File: src/rtl/core/ptt_pkg.sv
// Shared types and constants for the push-to-talk button qualifier.
// Holds the event codes, register indexes, reset values and safety limits.
// Has no dependencies.
package ptt_pkg;

  // Event codes reported once per sample.
  typedef enum logic [1:0] {
    EV_NONE     = 2'd0,
    EV_START    = 2'd1,
    EV_TOO_LONG = 2'd2,
    EV_END      = 2'd3
  } event_t;

  // Configuration register indexes.
  typedef enum logic [1:0] {
    REG_DEBOUNCE   = 2'd0,
    REG_LONG_PRESS = 2'd1,
    REG_POLL       = 2'd2,
    REG_MAX_RECORD = 2'd3
  } reg_index_t;

  localparam int unsigned CFG_DATA_W = 16;

  // Register reset values.
  localparam logic [7:0]  DEBOUNCE_RESET   = 8'd30;
  localparam logic [11:0] LONG_PRESS_RESET = 12'd500;
  localparam logic [7:0]  POLL_RESET       = 8'd10;
  localparam logic [15:0] MAX_RECORD_RESET = 16'd60000;

  // Limits of a safe configuration.
  localparam logic [7:0]  DEBOUNCE_MIN     = 8'd10;
  localparam logic [7:0]  DEBOUNCE_MAX     = 8'd200;
  localparam logic [11:0] LONG_PRESS_MIN   = 12'd300;
  localparam logic [11:0] LONG_PRESS_MAX   = 12'd3000;
  localparam logic [15:0] MAX_RECORD_MIN   = 16'd1000;
  localparam logic [15:0] MAX_RECORD_LIMIT = 16'd60000;

endpackage

File: src/rtl/core/push_to_talk_button_qualifier.sv
// Push-to-talk button qualifier: debounce and long-press detection.
// One sample in gives one event code out. Depends on ptt_pkg.
//
//   channel   direction  handshake              payload
//   sample    in         samp_valid/samp_stall  raw_level, now_time
//   event     out        evt_valid/evt_stall    event_code
//   config    in         cfg_valid/cfg_ready    cfg_index, cfg_data
//
// A sample is registered on acceptance, and its event is computed from the
// sample register and registered in the event register once that is free.
// One sample is taken every cycle unless samp_stall holds it; the state update
// of one sample feeds the next through the state registers in the event stage.
// Reset clears valid bits and qualifier state and restores the register defaults.
// A stalled event holds in the output register while the sample register
// still takes one more request. Configuration writes are always ready.
module push_to_talk_button_qualifier (
  input  logic                          clk,
  input  logic                          rst,
  input  logic                          samp_valid,
  output logic                          samp_stall,
  input  logic                          raw_level,
  input  logic [31:0]                   now_time,
  output logic                          evt_valid,
  input  logic                          evt_stall,
  output ptt_pkg::event_t               event_code,
  input  logic                          cfg_valid,
  output logic                          cfg_ready,
  input  ptt_pkg::reg_index_t           cfg_index,
  input  logic [ptt_pkg::CFG_DATA_W-1:0] cfg_data
);
  import ptt_pkg::*;

  // Configuration registers.
  logic [7:0]  debounce_time;
  logic [11:0] long_press_time;
  logic [7:0]  poll_interval;
  logic [15:0] max_record_time;

  // Sample register.
  logic        s1_valid;
  logic        s1_raw;
  logic [31:0] s1_now;

  // Qualifier state.
  logic        seeded;
  logic        last_raw;
  logic        stable_level;
  logic [31:0] raw_change_time;
  logic [31:0] press_start_time;
  logic [31:0] record_start_time;
  logic        is_recording;
  logic        too_long_sent;

  // Next values.
  logic        cfg_safe;
  logic        last_raw_next;
  logic        stable_level_next;
  logic [31:0] raw_change_time_next;
  logic [31:0] press_start_time_next;
  logic [31:0] record_start_time_next;
  logic        is_recording_next;
  logic        too_long_sent_next;
  logic        seeded_next;
  event_t      event_next;
  logic        settle;
  logic        out_free;
  logic        advance;

  // Elapsed time that counts as zero when the clock runs backwards.
  function automatic logic [31:0] since(input logic [31:0] now, input logic [31:0] then_t);
    return (now >= then_t) ? (now - then_t) : 32'd0;
  endfunction

  // Pipeline flow: the event register frees when empty or taken.
  assign out_free   = !evt_valid || !evt_stall;
  assign advance    = s1_valid && out_free;
  assign samp_stall = s1_valid && !out_free;
  assign cfg_ready  = 1'b1;

  // Safety check of the configuration.
  always_comb begin
    cfg_safe = 1'b1;
    if (debounce_time < DEBOUNCE_MIN || debounce_time > DEBOUNCE_MAX) cfg_safe = 1'b0;
    if (long_press_time < LONG_PRESS_MIN || long_press_time > LONG_PRESS_MAX) cfg_safe = 1'b0;
    if (long_press_time <= {4'd0, debounce_time}) cfg_safe = 1'b0;
    if (poll_interval == 8'd0 || poll_interval > debounce_time) cfg_safe = 1'b0;
    if (max_record_time < MAX_RECORD_MIN || max_record_time > MAX_RECORD_LIMIT) cfg_safe = 1'b0;
    if (max_record_time <= {4'd0, long_press_time}) cfg_safe = 1'b0;
  end

  // Event logic for the registered sample.
  always_comb begin
    seeded_next            = seeded;
    last_raw_next          = last_raw;
    stable_level_next      = stable_level;
    raw_change_time_next   = raw_change_time;
    press_start_time_next  = press_start_time;
    record_start_time_next = record_start_time;
    is_recording_next      = is_recording;
    too_long_sent_next     = too_long_sent;
    event_next             = EV_NONE;
    settle                 = 1'b0;
    if (cfg_safe) begin
      if (!seeded) begin
        seeded_next           = 1'b1;
        last_raw_next         = s1_raw;
        stable_level_next     = s1_raw;
        raw_change_time_next  = s1_now;
        press_start_time_next = s1_raw ? s1_now : 32'd0;
      end else begin
        // Track the raw edge time.
        last_raw_next = s1_raw;
        if (s1_raw != last_raw) begin
          raw_change_time_next = s1_now;
        end
        // Debounce: follow the raw level once it held long enough.
        settle = (stable_level != s1_raw) &&
                 (since(s1_now, raw_change_time_next) >= {24'd0, debounce_time});
        if (settle) begin
          stable_level_next = s1_raw;
          if (s1_raw) begin
            press_start_time_next = raw_change_time_next;
            too_long_sent_next    = 1'b0;
          end
        end
        // Events in priority order: start, too long, end.
        if (stable_level_next && !is_recording && !too_long_sent_next &&
            since(s1_now, press_start_time_next) >= {20'd0, long_press_time}) begin
          is_recording_next      = 1'b1;
          record_start_time_next = s1_now;
          event_next             = EV_START;
        end else if (stable_level_next && is_recording && !too_long_sent_next &&
                     since(s1_now, record_start_time) >= {16'd0, max_record_time}) begin
          is_recording_next  = 1'b0;
          too_long_sent_next = 1'b1;
          event_next         = EV_TOO_LONG;
        end else if (!stable_level_next) begin
          if (is_recording) begin
            is_recording_next = 1'b0;
            event_next        = EV_END;
          end else begin
            too_long_sent_next = 1'b0;
          end
        end
      end
    end
  end

  // Configuration registers.
  always_ff @(posedge clk) begin
    if (rst) begin
      debounce_time   <= DEBOUNCE_RESET;
      long_press_time <= LONG_PRESS_RESET;
      poll_interval   <= POLL_RESET;
      max_record_time <= MAX_RECORD_RESET;
    end else if (cfg_valid && cfg_ready) begin
      unique case (cfg_index)
        REG_DEBOUNCE:   debounce_time   <= cfg_data[7:0];
        REG_LONG_PRESS: long_press_time <= cfg_data[11:0];
        REG_POLL:       poll_interval   <= cfg_data[7:0];
        REG_MAX_RECORD: max_record_time <= cfg_data[15:0];
        default: ;
      endcase
    end
  end

  // Sample register.
  always_ff @(posedge clk) begin
    if (rst) begin
      s1_valid <= 1'b0;
    end else if (!samp_stall) begin
      s1_valid <= samp_valid;
    end
  end

  always_ff @(posedge clk) begin
    if (samp_valid && !samp_stall) begin
      s1_raw <= raw_level;
      s1_now <= now_time;
    end
  end

  // State and event register.
  always_ff @(posedge clk) begin
    if (rst) begin
      seeded            <= 1'b0;
      last_raw          <= 1'b0;
      stable_level      <= 1'b0;
      raw_change_time   <= 32'd0;
      press_start_time  <= 32'd0;
      record_start_time <= 32'd0;
      is_recording      <= 1'b0;
      too_long_sent     <= 1'b0;
      evt_valid         <= 1'b0;
      event_code        <= EV_NONE;
    end else begin
      if (out_free) begin
        evt_valid <= s1_valid;
      end
      if (advance) begin
        seeded            <= seeded_next;
        last_raw          <= last_raw_next;
        stable_level      <= stable_level_next;
        raw_change_time   <= raw_change_time_next;
        press_start_time  <= press_start_time_next;
        record_start_time <= record_start_time_next;
        is_recording      <= is_recording_next;
        too_long_sent     <= too_long_sent_next;
        event_code        <= event_next;
      end
    end
  end

`ifndef SYNTHESIS
  // A recording never coexists with a reported too-long.
  a_rec_excl: assert property (@(posedge clk) disable iff (rst)
    !(is_recording && too_long_sent))
    else $error("recording while too-long is flagged");

  // Recording starts only together with a start event.
  a_rec_rise: assert property (@(posedge clk) disable iff (rst)
    ($past(!rst) && $rose(is_recording)) |-> (evt_valid && event_code == EV_START))
    else $error("recording started without a start event");

  // Recording stops only with a too-long or end event.
  a_rec_fall: assert property (@(posedge clk) disable iff (rst)
    ($past(!rst) && $fell(is_recording)) |->
      (evt_valid && (event_code == EV_TOO_LONG || event_code == EV_END)))
    else $error("recording stopped without a too-long or end event");

  // No recording before the state is seeded.
  a_seed: assert property (@(posedge clk) disable iff (rst)
    !seeded |-> !is_recording)
    else $error("recording before seeding");
`endif

endmodule

File: config.mk
export PLATFORM = sky130hd
export DESIGN_NAME = push_to_talk_button_qualifier
export DESIGN_NICKNAME = d
export VERILOG_FILES = /design/src/rtl/core/ptt_pkg.sv /design/src/rtl/core/push_to_talk_button_qualifier.sv
export SDC_FILE = /design/constraint.sdc
export NUM_CORES = 1
export LEC_CHECK = 0
export ABC_CLOCK_PERIOD_IN_PS = 15140
export BUFFER_PORTS_ARGS = -buffer_cell sky130_fd_sc_hd__buf_4
export CAP_MARGIN = 20
export CELL_PAD_IN_SITES_DETAIL_PLACEMENT = 0
export CELL_PAD_IN_SITES_GLOBAL_PLACEMENT = 1
export CORE_MARGIN = 3
export CORE_UTILIZATION = 45
export CTS_BUF_LIST = sky130_fd_sc_hd__clkbuf_4
export DETAILED_ROUTE_END_ITERATION = 10
export PLACE_DENSITY = 0.75
export SETUP_SLACK_MARGIN = 0.3
export SYNTH_ARGS = -nofsm -noshare
export SYNTH_HDL_FRONTEND = slang
export SYNTH_SLANG_ARGS = --single-unit
File: constraint.sdc
create_clock -name clk -period 15.14 [get_ports clk]
set_input_delay 3.785 -clock clk [delete_from_list [all_inputs] [get_ports clk]]
set_output_delay 3.785 -clock clk [all_outputs]
set_load 0.02 [all_outputs]
==> results of run 1 <==
## registers in the layout, summed over array words and instances, names as in the netlist
register           cells
max_record_time       16
press_start_time      32
s1_now                32
event_code             2
s1_valid               1
is_recording           1
poll_interval          8
record_start_time     32
last_raw               1
too_long_sent          1
long_press_time       12
stable_level           1
debounce_time          8
raw_change_time       32
seeded                 1
evt_valid              1
s1_raw                 1
## cells in the mapped netlist, drive strengths merged, types with 12 or more instances
cell	n	area share, %
a211oi	17	0.88
a21o	56	2.8
a21oi	180	6.0
a2bb2oi	19	1.1
a31oi	16	0.67
a32oi	14	0.82
and2	15	0.62
and3	15	0.62
buf	20	0.74
clkbuf	84	2.1
dfxtp	149	20
edfxtp	33	6.6
ha	151	13
inv	123	3.1
mux2	21	1.8
mux2i	44	3.0
nand2	261	6.5
nand2b	16	0.67
nand3	48	1.6
nand4	62	2.6
nor2	104	2.6
nor2b	14	0.58
nor3	23	0.77
nor4	13	0.54
o211ai	31	1.5
o21a	25	1.2
o21ai	131	4.4
o21bai	19	0.95
o31ai	38	1.9
or3	12	0.50
xnor2	33	2.0
xor2	15	0.87
## worst register-to-register path, delay by kind of cell, from the launching register on
family,cells,cell delay [ns]
buffers and inverters,3,0.78
and+or+nand+nor,14,2.66
xor gates and xnor gates,1,0.86
muxes,2,0.65
AOI/OAI and AO/OA,22,6.77
adders and majority gates,4,1.17
DFF,1,0.58
## through the flow
step	hold slack, ns	cell area, um2
floorplan	0.436	15000
global placement	0.441	15800
detailed placement	0.448	15800
CTS	0.467	16000
global route	0.483	16100
finish	0.462	16100
## final timing paths
check	from	endpoint	slack [ns]	depth (start not counted)
worst min register to register	raw_change_time[8]$_SDFFE_PP0P_	raw_change_time[8]$_SDFFE_PP0P_	0.46	2
worst max register to register	s1_raw$_DFFE_PP_	record_start_time[27]$_SDFFE_PP0P_	1.55	46
worst min-delay path	raw_change_time[8]$_SDFFE_PP0P_	raw_change_time[8]$_SDFFE_PP0P_	0.46	2
worst max-delay path	s1_raw$_DFFE_PP_	record_start_time[27]$_SDFFE_PP0P_	1.55	46
## power groups by stage
stage / clock, uW / combinational (uW) / sequential (uW)
after floorplan: 0 / 526 / 539
after global placement: 0 / 706 / 553
after detailed placement: 0 / 708 / 552
after CTS: 276 / 712 / 542
after global routing: 294 / 802 / 545
final: 267 / 724 / 542
## layout make-up
class / instances / area (um2)
well taps: 442 / 553
fillers: 3383 / 16600
multi-input cells: 1523 / 10200
clock inverters: 12 / 104
repair buffers: 77 / 617
flip-flops and latches: 182 / 3970
inverters: 123 / 462
clock buffers: 20 / 150
## logic make-up (layout without fill, tap and decap cells)
family / Yosys count / count (layout) / synth area share [%]
flip-flops: 182 / 182 / 26.4
AND/OR/NAND/NOR: 616 / 616 / 19.3
other: 1 / 1 / 0.0249
adder cells (fa/ha/maj): 154 / 154 / 13.0
multiplexers: 65 / 65 / 4.78
buffers and inverters: 227 / 232 / 5.91
AO/OA/AOI/OAI: 639 / 639 / 27.8
XOR/XNOR: 48 / 48 / 2.85
## layout by cell type (no fill, tap or decap), types with 12 or more instances in the layout
master / Yosys / final
nor2b_1: 14 / 13
a31oi_1: 16 / 16
o21a_1: 25 / 24
and2_1: 15 / 15
nand2_1: 261 / 261
edfxtp_1: 33 / 33
o211ai_1: 31 / 31
nor3_1: 23 / 22
xnor2_1: 32 / 32
inv_1: 122 / 122
mux2i_1: 43 / 43
a21o_1: 56 / 56
or3_1: 12 / 12
clkbuf_4: 0 / 20
nand4_1: 62 / 62
nor4_1: 13 / 13
o21ai_0: 110 / 110
o21bai_1: 19 / 19
buf_4: 2 / 74
a211oi_1: 16 / 16
nand2b_1: 16 / 16
a2bb2oi_1: 19 / 19
o31ai_1: 38 / 38
dfxtp_1: 149 / 149
ha_1: 151 / 151
and3_1: 15 / 15
a21oi_1: 179 / 178
nor2_1: 104 / 104
a32oi_1: 14 / 14
o21ai_1: 21 / 21
nand3_1: 48 / 48
xor2_1: 15 / 15
## per-layer routing
layer  GRT usage, %  vias up
li1               -     7093
met5              0        -
met4           6.45        0
met2           44.8      449
met1           38.4     6853
met3           4.02       52
==> results.md, run 1 <==
- Status: finished, final reports clean
- Slew Limit Headroom: 31.6%
- PD cells: 95.3 nW/um2
- Syn. warnings: 0
- Gp weighted congestion: 0.954
- Horiz. Die Dim: 189 um
- Mapped Area: 15000 um2
- Worst VDD drop: 0.0762 mV
- Placement Setup Slack: 1.74 ns
- Initial DRC Count: 1186
- CTS resizes: 0
- Pre-Repair DR Iteration Count: 6
- P&R area growth vs syn: 7.03%
- Total core area: 32700 um2
- Final hold violations: 0
- Tmin final: 13.59 ns
- Largest net degree at the start of global routing: 63
- Ys flop type: dfxtp_1
- CP required: 15.64 ns
- Layout net count: 2134
- GRT Overall Usage: 27.4%
- Setup TNS Final: 0 ns
- Dpl cells: 2344
- Yosys reg bits: 182
- Sequential-to-total area share from yosys stat: 26.4%
- Worst skew pair latency: 0.62 ns
- Reg clk slew, reported paths: 0.15 ns
- Setup Crit Path Kind: flop to flop
- WL met1: 23.2 mm
- Crit share post-route: 89.8%
- Post-synth ARST share: 0%
- Syn Nets: 2142
- Metal2 WL: 22.8 mm
- Instance count of the mapped netlist: 1932
- Row cnt: 66
- Global-route wire length before repair: 78.3 mm
- CTS Hold Buffers Added: 0
- Max Root-Sink Buffers: 2
- MaxCap Viol Count: 0
- Post-synth EDFFs: 33
- Starting Density: 46.0%
- Die height: 189 um
- HP Class: flop to flop
- Arrival time worst endpoint: 14.09 ns
- Max Used Layer: met4
- Buf/Inv on CP: 3
- Ratio of cells with drive above 1 in the final layout: 8.16%
- Worst slew pin tran: 1.03 ns
- RSZ-0062 raised after global routing: false
- Critical path launch point type: flop
- Family with the most delay on the worst path: compound AO/OA/AOI/OAI gates
- Die area: 35700 um2
- Number of antenna-violating nets in the routed design: 0
- DR WL met3: 2.70 mm
- Crit Path Max Fanout: 45
- # Post-CTS Setup Buffers: 0
- Initial antenna violation count: 0
- Largest stage delay on the critical path: 0.86 ns
- Final Skew: 0.0380 ns
- N_diodes: 0
- Total power: 1530 uW
- WL/cell: 20.9 um
- Root Driver: clkbuf_4
- Total global routing overflow: 0
- CP max stage cell: xnor2_4
- Top Ports: 61
- Final worst slack: 1.55 ns
- Logic pwr share: 47.2%
- CTS tree: built
- Critical Path Sink Type: flop
- Peak Freq: 73.6 MHz
- Port Buf Inserts: 59
- Switching part of the total power: 42.6%
- Fraction of power consumed by sequential logic: 35.4%
- CTS Buf Count: 17
- CTS H-Tree Depth: 4
- Detailed Route WL: 49.6 mm
- P_sw: 653 uW
- DRC: 0
- Syn avg cell area: 7.78 um2
- Clock group share of total power: 17.4%
- Via count: 14400
- Final Max Slew Viols: 0
- Number of global-route vias before repair: 13600
- Final HPWL DP: 38.6 mm
- Clk sink count: 182
- Leak: 0.00633 uW
- Final Core Density: 49.2%
- Non-filler cells, final: 2379
- Post-synthesis cell type count: 81
- Setup violators final: 0
- Vias/cell: 6.07
- Internal power: 881 uW
No activity file was read; power rests on OpenSTA's default activity.
==> inputs of run 2 (changes only) <==
--- a/config.mk
+++ b/config.mk
@@ -10,11 +10,12 @@
 export CAP_MARGIN = 20
 export CELL_PAD_IN_SITES_DETAIL_PLACEMENT = 0
 export CELL_PAD_IN_SITES_GLOBAL_PLACEMENT = 1
-export CORE_MARGIN = 3
+export CORE_MARGIN = 4
 export CORE_UTILIZATION = 45
 export CTS_BUF_LIST = sky130_fd_sc_hd__clkbuf_4
 export DETAILED_ROUTE_END_ITERATION = 10
 export PLACE_DENSITY = 0.75
+export REMOVE_ABC_BUFFERS = 1
 export SETUP_SLACK_MARGIN = 0.3
 export SYNTH_ARGS = -nofsm -noshare
 export SYNTH_HDL_FRONTEND = slang
==> run 2 against run 1 <==
  * Via count rose by 0.38%
  * Utilization fell by 0.074 points
  * First-iteration DRC count fell by 12%
  * Wire length fell by 2.8%
  * Worst hold slack improved by 0.0035 ns
  * Cell count barely moved
  * Cell area rose by 0.10%
  * Clock-buffer cell count fell by 3
  * Flip-flop and latch count did not move
  * Clock skew fell by 0.0093 ns
  * Critical path depth rose by 2
  * Die area rose by 2.1%
  * Critical path type unchanged
  * Largest cell class unchanged
==> results.md, run 2 (synthesis gave the netlist of run 1 again) <==
- Crit path launch: s1_raw$_DFFE_PP_
- Crit share post-route: 89.7% (about the same)
- Total core area: 32800 um2 (+0.25%)
- Most common cell after layout, fill and taps aside: nand2_1
- Initial antenna violation count: 1 (+1)
- FILL cells: 3312 (-2.1%)
- Die height: 191 um (+1.1%)
- Multi-input logic area: 10200 um2 (unchanged)
- Setup violators final: 0 (unchanged)
- Internal power: 881 uW (about the same)
- Max Root-Sink Buffers: 2 (unchanged)
- Arrival time worst endpoint: 14.14 ns (+0.05 ns)
- Final worst slack: 1.55 ns (+0.00334 ns)
- Final hold violations: 0 (unchanged)
- Setup TNS Final: 0 ns (unchanged)
- Vias/cell: 6.10 (+0.42%)
- Number of antenna-violating nets in the routed design: 0 (unchanged)
- Critical path launch point type: flop
- CP most frequent cell: o21ai_0
- Starting Density: 45.9% (-0.12 points)
- R2R cell count: 48 (+4.3%)
- Peak Freq: 73.6 MHz (about the same)
- DRC: 0 (unchanged)
- Worst r2r dst: record_start_time[22]$_SDFFE_PP0P_
- Final HPWL DP: 37.3 mm (-3.4%)
- Pre-Repair DR Iteration Count: 5 (-1)
- Critical R2R Launch: s1_raw$_DFFE_PP_
- Detailed Route WL: 48.2 mm (-2.8%)
- Commonest non-fill, non-tap cells in the layout: nand2_1 (261), a21oi_1 (178), ha_1 (151), dfxtp_1 (149), inv_1 (122)
- Via count: 14500 (+0.38%)
- Largest stage delay on the critical path: 0.86 ns (about the same)
- Initial DRC Count: 1047 (-12%)
- PD cells: 96.3 nW/um2 (+1.0%)
- CTS Hold Buffers Added: 0 (unchanged)
- Final hold slack: 0.466 ns (+0.00348 ns)
- Row cnt: 66 (unchanged)
- Worst skew pair latency: 0.64 ns (+0.02 ns)
- Logic pwr share: 46.3% (-0.9 points)
- Gp weighted congestion: 0.923 (-3.2%)
- Tmin final: 13.59 ns (-0.00334 ns)
- Global-route wire length before repair: 76.2 mm (-2.6%)
- GRT Overall Usage: 26.1% (-1.3 points)
- Setup Crit Path Kind: flop to flop
- CTS resizes: 0 (unchanged)
- Root Driver: clkbuf_4
- Non-filler cells, final: 2378 (-0.042%)
- Dpl cells: 2342 (-0.085%)
- Reg clk slew, reported paths: 0.18 ns (+0.03 ns)
- Placement Setup Slack: 1.77 ns (+0.0327 ns)
- Port Buf Inserts: 59 (unchanged)
- CTS Buf Count: 17 (unchanged)
- Die area: 36400 um2 (+2.1%)
- Worst slew pin tran: 1.05 ns (+0.0287 ns)
- P&R area growth vs syn: 7.14%
- Ratio of cells with drive above 1 in the final layout: 8.11% (-0.043 points)
- Leak: 0.00632 uW (about the same)
- Clock group share of total power: 18.7% (+1.3 points)
- Horiz. Die Dim: 191 um (+1.1%)
- Critical Path Sink Type: flop
- P_sw: 670 uW (+2.7%)
- Final Core Density: 49.1% (-0.074 points)
- Register area: 3970 um2 (unchanged)
- End point of the critical path: record_start_time[22]$_SDFFE_PP0P_
- Final Skew: 0.0287 ns (-0.00925 ns)
- Crit Path Max Fanout: 31 (-31%)
- CP max stage cell: a2111oi_0
- Top Ports: 61 (unchanged)
- Layout net count: 2132 (-0.094%)
- Fraction of power consumed by sequential logic: 34.9% (-0.5 points)
- Number of global-route vias before repair: 13900 (+1.9%)
- Switching part of the total power: 43.2% (+0.63 points)
- R2R Setup Slk: 1.55 ns (about the same)
- # Post-CTS Setup Buffers: 0 (unchanged)
- Total global routing overflow: 0 (unchanged)
- Largest net degree at the start of global routing: 52 (-17%)
- CP required: 15.69 ns (+0.05 ns)
- Worst VDD drop: 0.0644 mV (-15%)
- MaxCap Viol Count: 0 (unchanged)
- WL/cell: 20.3 um (-2.8%)
- Clk sink count: 182 (unchanged)
- HP Class: flop to flop
- Slew Limit Headroom: 29.5% (-2.2 points)
- RSZ-0062 raised after global routing: false
- Final Max Slew Viols: 0 (unchanged)
- Status: finished, final reports clean
- CTS H-Tree Depth: 4 (unchanged)
- CTS tree: built
-- run 2: layout make-up --
cell class,instances,area share [%]
clock inverter,15,1.00
tap,442,3.43
inverter,123,2.87
clock buffer,17,0.792
antenna,1,0.0155
multi-input combinational,1523,63.5
sequential,182,24.7
timing repair buffer,75,3.70
-- run 2: worst max-delay path, delay by kind of cell, from the launching register on --
kind / cells / cell delay (ns)
AOI/OAI and AO/OA: 22 / 7.03
muxes: 1 / 0.25
buffers and inverters: 5 / 1.27
and+or+nand+nor: 14 / 2.35
adders and majority gates: 5 / 1.30
xor gates and xnor gates: 1 / 0.65
DFF: 1 / 0.59
-- run 2: worst min path at each step --
stage	slack [ns]	cells after the start	startpoint	end
final	0.47	2	raw_change_time[21]$_SDFFE_PP0P_	raw_change_time[21]$_SDFFE_PP0P_
after floorplan	0.43	2	raw_change_time[3]$_SDFFE_PP0P_	raw_change_time[3]$_SDFFE_PP0P_
after CTS	0.47	2	raw_change_time[21]$_SDFFE_PP0P_	raw_change_time[21]$_SDFFE_PP0P_
after global routing	0.48	2	raw_change_time[16]$_SDFFE_PP0P_	raw_change_time[16]$_SDFFE_PP0P_
after global placement	0.44	2	raw_change_time[10]$_SDFFE_PP0P_	raw_change_time[10]$_SDFFE_PP0P_
after detailed placement	0.45	2	raw_change_time[7]$_SDFFE_PP0P_	raw_change_time[7]$_SDFFE_PP0P_
-- run 2: power by group through the flow --
stage               clock, uW  sequential (uW)  combinational (uW)
detailed placement          0              552                 701
floorplan                   0              539                 512
global placement            0              552                 698
CTS                       299              541                 705
global route              318              544                 795
finish                    291              541                 719
-- run 2: metal layers --
| layer | share of wire (%) | GRT usage [%] | vias to the layer above | wire length, um |
|---|---|---|---|---|
| li1 | - | - | 7120 | - |
| met1 | 46 | 35.4 | 6884 | 22200 |
| met2 | 46 | 43.2 | 431 | 22200 |
| met3 | 5.3 | 3.70 | 67 | 2580 |
| met4 | 2.6 | 8.09 | 0 | 1260 |
| met5 | 0 | 0 | - | 0 |
-- run 2: metrics by stage --
stage | cell area, um2 | total power (uW)
floorplan | 14600 | 1050
global placement | 15800 | 1250
detailed placement | 15800 | 1250
CTS | 16100 | 1550
global route | 16100 | 1660
finish | 16100 | 1550
==> inputs of run 3 (changes only) <==
--- a/config.mk
+++ b/config.mk
@@ -5,16 +5,18 @@
 export SDC_FILE = /design/constraint.sdc
 export NUM_CORES = 1
 export LEC_CHECK = 0
+export ABC_AREA = 1
 export ABC_CLOCK_PERIOD_IN_PS = 15140
 export BUFFER_PORTS_ARGS = -buffer_cell sky130_fd_sc_hd__buf_4
 export CAP_MARGIN = 20
 export CELL_PAD_IN_SITES_DETAIL_PLACEMENT = 0
 export CELL_PAD_IN_SITES_GLOBAL_PLACEMENT = 1
 export CORE_MARGIN = 4
-export CORE_UTILIZATION = 45
+export CORE_UTILIZATION = 25
 export CTS_BUF_LIST = sky130_fd_sc_hd__clkbuf_4
+export CTS_CLUSTER_DIAMETER = 150
 export DETAILED_ROUTE_END_ITERATION = 10
-export PLACE_DENSITY = 0.75
+export PLACE_DENSITY = 0.47
 export REMOVE_ABC_BUFFERS = 1
 export SETUP_SLACK_MARGIN = 0.3
 export SYNTH_ARGS = -nofsm -noshare
==> run 3 against run 2 <==
  * Total power increased by 7.9%
  * Sequential power about the same
  * Non-clock buffer count decreased by 3
  * Cell count increased by 38%
  * Utilization decreased by 21 points
  * Die area increased by 83%
  * Maximum frequency increased by 13%
==> results.md, run 3 <==
- Status: finished, final reports clean
- Worst r2r dst: record_start_time[31]$_SDFFE_PP0P_
- Final HPWL DP: 49.4 mm (+33%)
- Layout net count: 2637 (+24%)
- Final hold violations: 0 (unchanged)
- Total power: 1670 uW (+7.9%)
- Synth cell count leaders: nand2_1 (561), nor2_1 (286), inv_1 (278), a21oi_1 (199), o21ai_0 (159)
- GRT Overall Usage: 18.3% (-7.8 points)
- # Post-CTS Setup Buffers: 0 (unchanged)
- Die height: 258 um (+35%)
- Arrival time worst endpoint: 12.69 ns (-1.45 ns)
- Worst VDD drop: 0.0562 mV (-13%)
- Horiz. Die Dim: 258 um (+35%)
- Detailed Route WL: 61.5 mm (+28%)
- Commonest non-fill, non-tap cells in the layout: nand2_1 (560), nor2_1 (286), inv_1 (275), a21oi_1 (199), o21ai_0 (159)
- CTS tree: built
- Top cell type's share of synthesized area: 19.1% (-0.73 points)
- Buf/Inv on CP: 10 (+5)
- Crit Path Max Fanout: 45 (+45%)
- Setup TNS Final: 0 ns (unchanged)
- Instance count of the mapped netlist: 2400 (+24%)
- Non-filler cells, final: 3281 (+38%)
- CTS resizes: 0 (unchanged)
- Sequential-to-total area share from yosys stat: 25.4% (-0.97 points)
- Largest area contributor in the netlist: dfxtp_1
- Synth area leaders: dfxtp_1 (19%), nand2_1 (13%), ha_1 (12%)
- Leak: 0.00750 uW (+19%)
- Yosys reg bits: 182 (unchanged)
- R2R Setup Slk: 3.16 ns (+1.60 ns)
- Post-synthesis cell type count: 56 (-31%)
- Row cnt: 91 (+38%)
- Critical Path Sink Type: flop
- Family with the most delay on the worst path: simple AND/OR/NAND/NOR gates
- Reg clk slew, reported paths: 0.20 ns (+0.02 ns)
- PD cells: 97.4 nW/um2 (+1.2%)
- Number of global-route vias before repair: 15200 (+9.5%)
- Max Root-Sink Buffers: 2 (unchanged)
- Worst skew pair latency: 0.80 ns (+0.16 ns)
- Critical R2R Launch: s1_raw$_DFFE_PP_
- Final worst slack: 3.16 ns (+1.60 ns)
- Top Ports: 61 (unchanged)
- Global-route wire length before repair: 93.9 mm (+23%)
- RSZ-0062 raised after global routing: false
- Internal power: 874 uW (-0.83%)
- Tmin final: 11.98 ns (-1.60 ns)
- WL/cell: 18.7 um (-7.6%)
- Clock group share of total power: 17.9% (-0.8 points)
- Final Core Density: 27.8% (-21 points)
- Placement Setup Slack: 3.38 ns (+1.61 ns)
- Setup Crit Path Kind: flop to flop
- Critical path launch point type: flop
- Crit path launch: s1_raw$_DFFE_PP_
- Crit share post-route: 79.1% (-11 points)
- Total global routing overflow: 0 (unchanged)
- Total core area: 61800 um2 (+89%)
- Post-synth EDFFs: 33 (unchanged)
- MaxCap Viol Count: 0 (unchanged)
- Switching part of the total power: 47.8% (+4.6 points)
- CP max stage cell: mux2i_1
- CTS Hold Buffers Added: 0 (unchanged)
- End point of the critical path: record_start_time[31]$_SDFFE_PP0P_
- Dpl cells: 3245 (+39%)
- CTS H-Tree Depth: 4 (unchanged)
- CTS Buf Count: 17 (unchanged)
- Ys flop type: dfxtp_1
- CP most frequent cell: nand2_1
- Most frequent cell after synthesis: nand2_1
- Final Skew: 0.0429 ns (+0.0142 ns)
- Fraction of power consumed by sequential logic: 32.5% (-2.4 points)
- Slew Limit Headroom: 31.9% (+2.4 points)
- Starting Density: 25.3% (-21 points)
- P_sw: 800 uW (+19%)
- Post-synth ARST share: 0% (unchanged)
- R2R cell count: 61 (+27%)
- Peak Freq: 83.5 MHz (+13%)
- Vias/cell: 4.82 (-21%)
- Via count: 15800 (+9.2%)
- Initial antenna violation count: 2 (+1)
- P&R area growth vs syn: 10.0%
- Port Buf Inserts: 59 (unchanged)
- DRC: 0 (unchanged)
- Die area: 66500 um2 (+83%)
- Gp weighted congestion: 0.877 (-5.0%)
- Logic pwr share: 49.7% (+3.4 points)
- Final Max Slew Viols: 0 (unchanged)
- HP Class: flop to flop
- Root Driver: clkbuf_4
- Number of antenna-violating nets in the routed design: 0 (unchanged)
- Critical Path Stages: 61 (+27%)
- Mapped Area: 15600 um2 (+3.8%)
- Largest stage delay on the critical path: 0.66 ns (-0.20 ns)
- Setup violators final: 0 (unchanged)
- Syn. warnings: 0 (unchanged)
- Most common cell after layout, fill and taps aside: nand2_1
- Initial DRC Count: 943 (-9.9%)
- Clk sink count: 182 (unchanged)
- Syn avg cell area: 6.51 um2 (-16%)
- CP required: 15.85 ns (+0.16 ns)
- Pre-Repair DR Iteration Count: 5 (unchanged)
- Largest net degree at the start of global routing: 63 (+21%)
- Worst slew pin tran: 1.02 ns (-0.0323 ns)
- Ratio of cells with drive above 1 in the final layout: 7.66% (-0.45 points)
-- run 3: cell types whose count changed after synthesis, sizes merged, moves of 21 or more --
cell,delta
inv,+166
o21ai,+95
mux2,-21
a21o,-44
xnor2,-24
nand3,+86
nand2,+306
nor2,+186
nand4,-33
mux2i,-22
o31ai,-37
clkbuf,-40
or2,+23
-- run 3: through the flow --
stage	hold WS, ns	cell area [um2]
after floorplan	0.438	15300
after global placement	0.453	16900
after detailed placement	0.456	16900
after CTS	0.478	17200
after global routing	0.497	17200
final	0.478	17200
-- run 3: layer usage --
layer	vias to the layer above	global-route usage [%]	wire, um
met2	263	30.4	28500
met1	7448	25.2	30200
li1	8079	-	-
met3	40	2.52	1940
met5	-	0	0
met4	0	4.33	953
-- run 3: kinds of logic after synthesis --
family	Yosys count	share of synthesized area [%]
simple gates	1110	30.1
compound gates	550	20.1
buf+inv	355	8.90
flops	182	25.4
fa+ha+maj	154	12.5
xor+xnor	26	1.46
mux	22	1.41
other cells	1	0.0240
-- run 3: cell type report --
cell class,count,area (um2)
diodes,4,10.0
clock buffers,18,135
clock inverters,14,124
fillers,6965,44600
inverters,291,1090
multi-input cells,1863,10300
flip-flops and latches,182,3970
well taps,837,1050
repair buffers,72,541
-- run 3: how the worst min path moves through the flow --
stage	from	end	cells past startpoint
6_report	raw_change_time[28]$_SDFFE_PP0P_	raw_change_time[28]$_SDFFE_PP0P_	2
5_1_grt	raw_change_time[7]$_SDFFE_PP0P_	raw_change_time[7]$_SDFFE_PP0P_	2
4_1_cts	raw_change_time[28]$_SDFFE_PP0P_	raw_change_time[28]$_SDFFE_PP0P_	2
3_5_place_dp	raw_change_time[28]$_SDFFE_PP0P_	raw_change_time[28]$_SDFFE_PP0P_	2
3_3_place_gp	raw_change_time[17]$_SDFFE_PP0P_	raw_change_time[17]$_SDFFE_PP0P_	2
2_1_floorplan	raw_change_time[1]$_SDFFE_PP0P_	raw_change_time[1]$_SDFFE_PP0P_	2
-- run 3: power by group through the flow --
stage | logic, uW | clock network, uW | registers (uW)
after floorplan | 572 | 0 | 541
after global placement | 835 | 0 | 555
after detailed placement | 829 | 0 | 555
after CTS | 833 | 321 | 544
after global routing | 946 | 333 | 546
final | 831 | 299 | 543
-- run 3: worst register-to-register path, delay by kind of cell, from the launching register on --
kind | cells | cell delay [ns]
fa+ha+maj | 4 | 1.18
mux | 1 | 0.69
buf+inv | 10 | 2.75
simple gates | 38 | 5.42
compound gates | 8 | 1.39
flops | 1 | 0.46
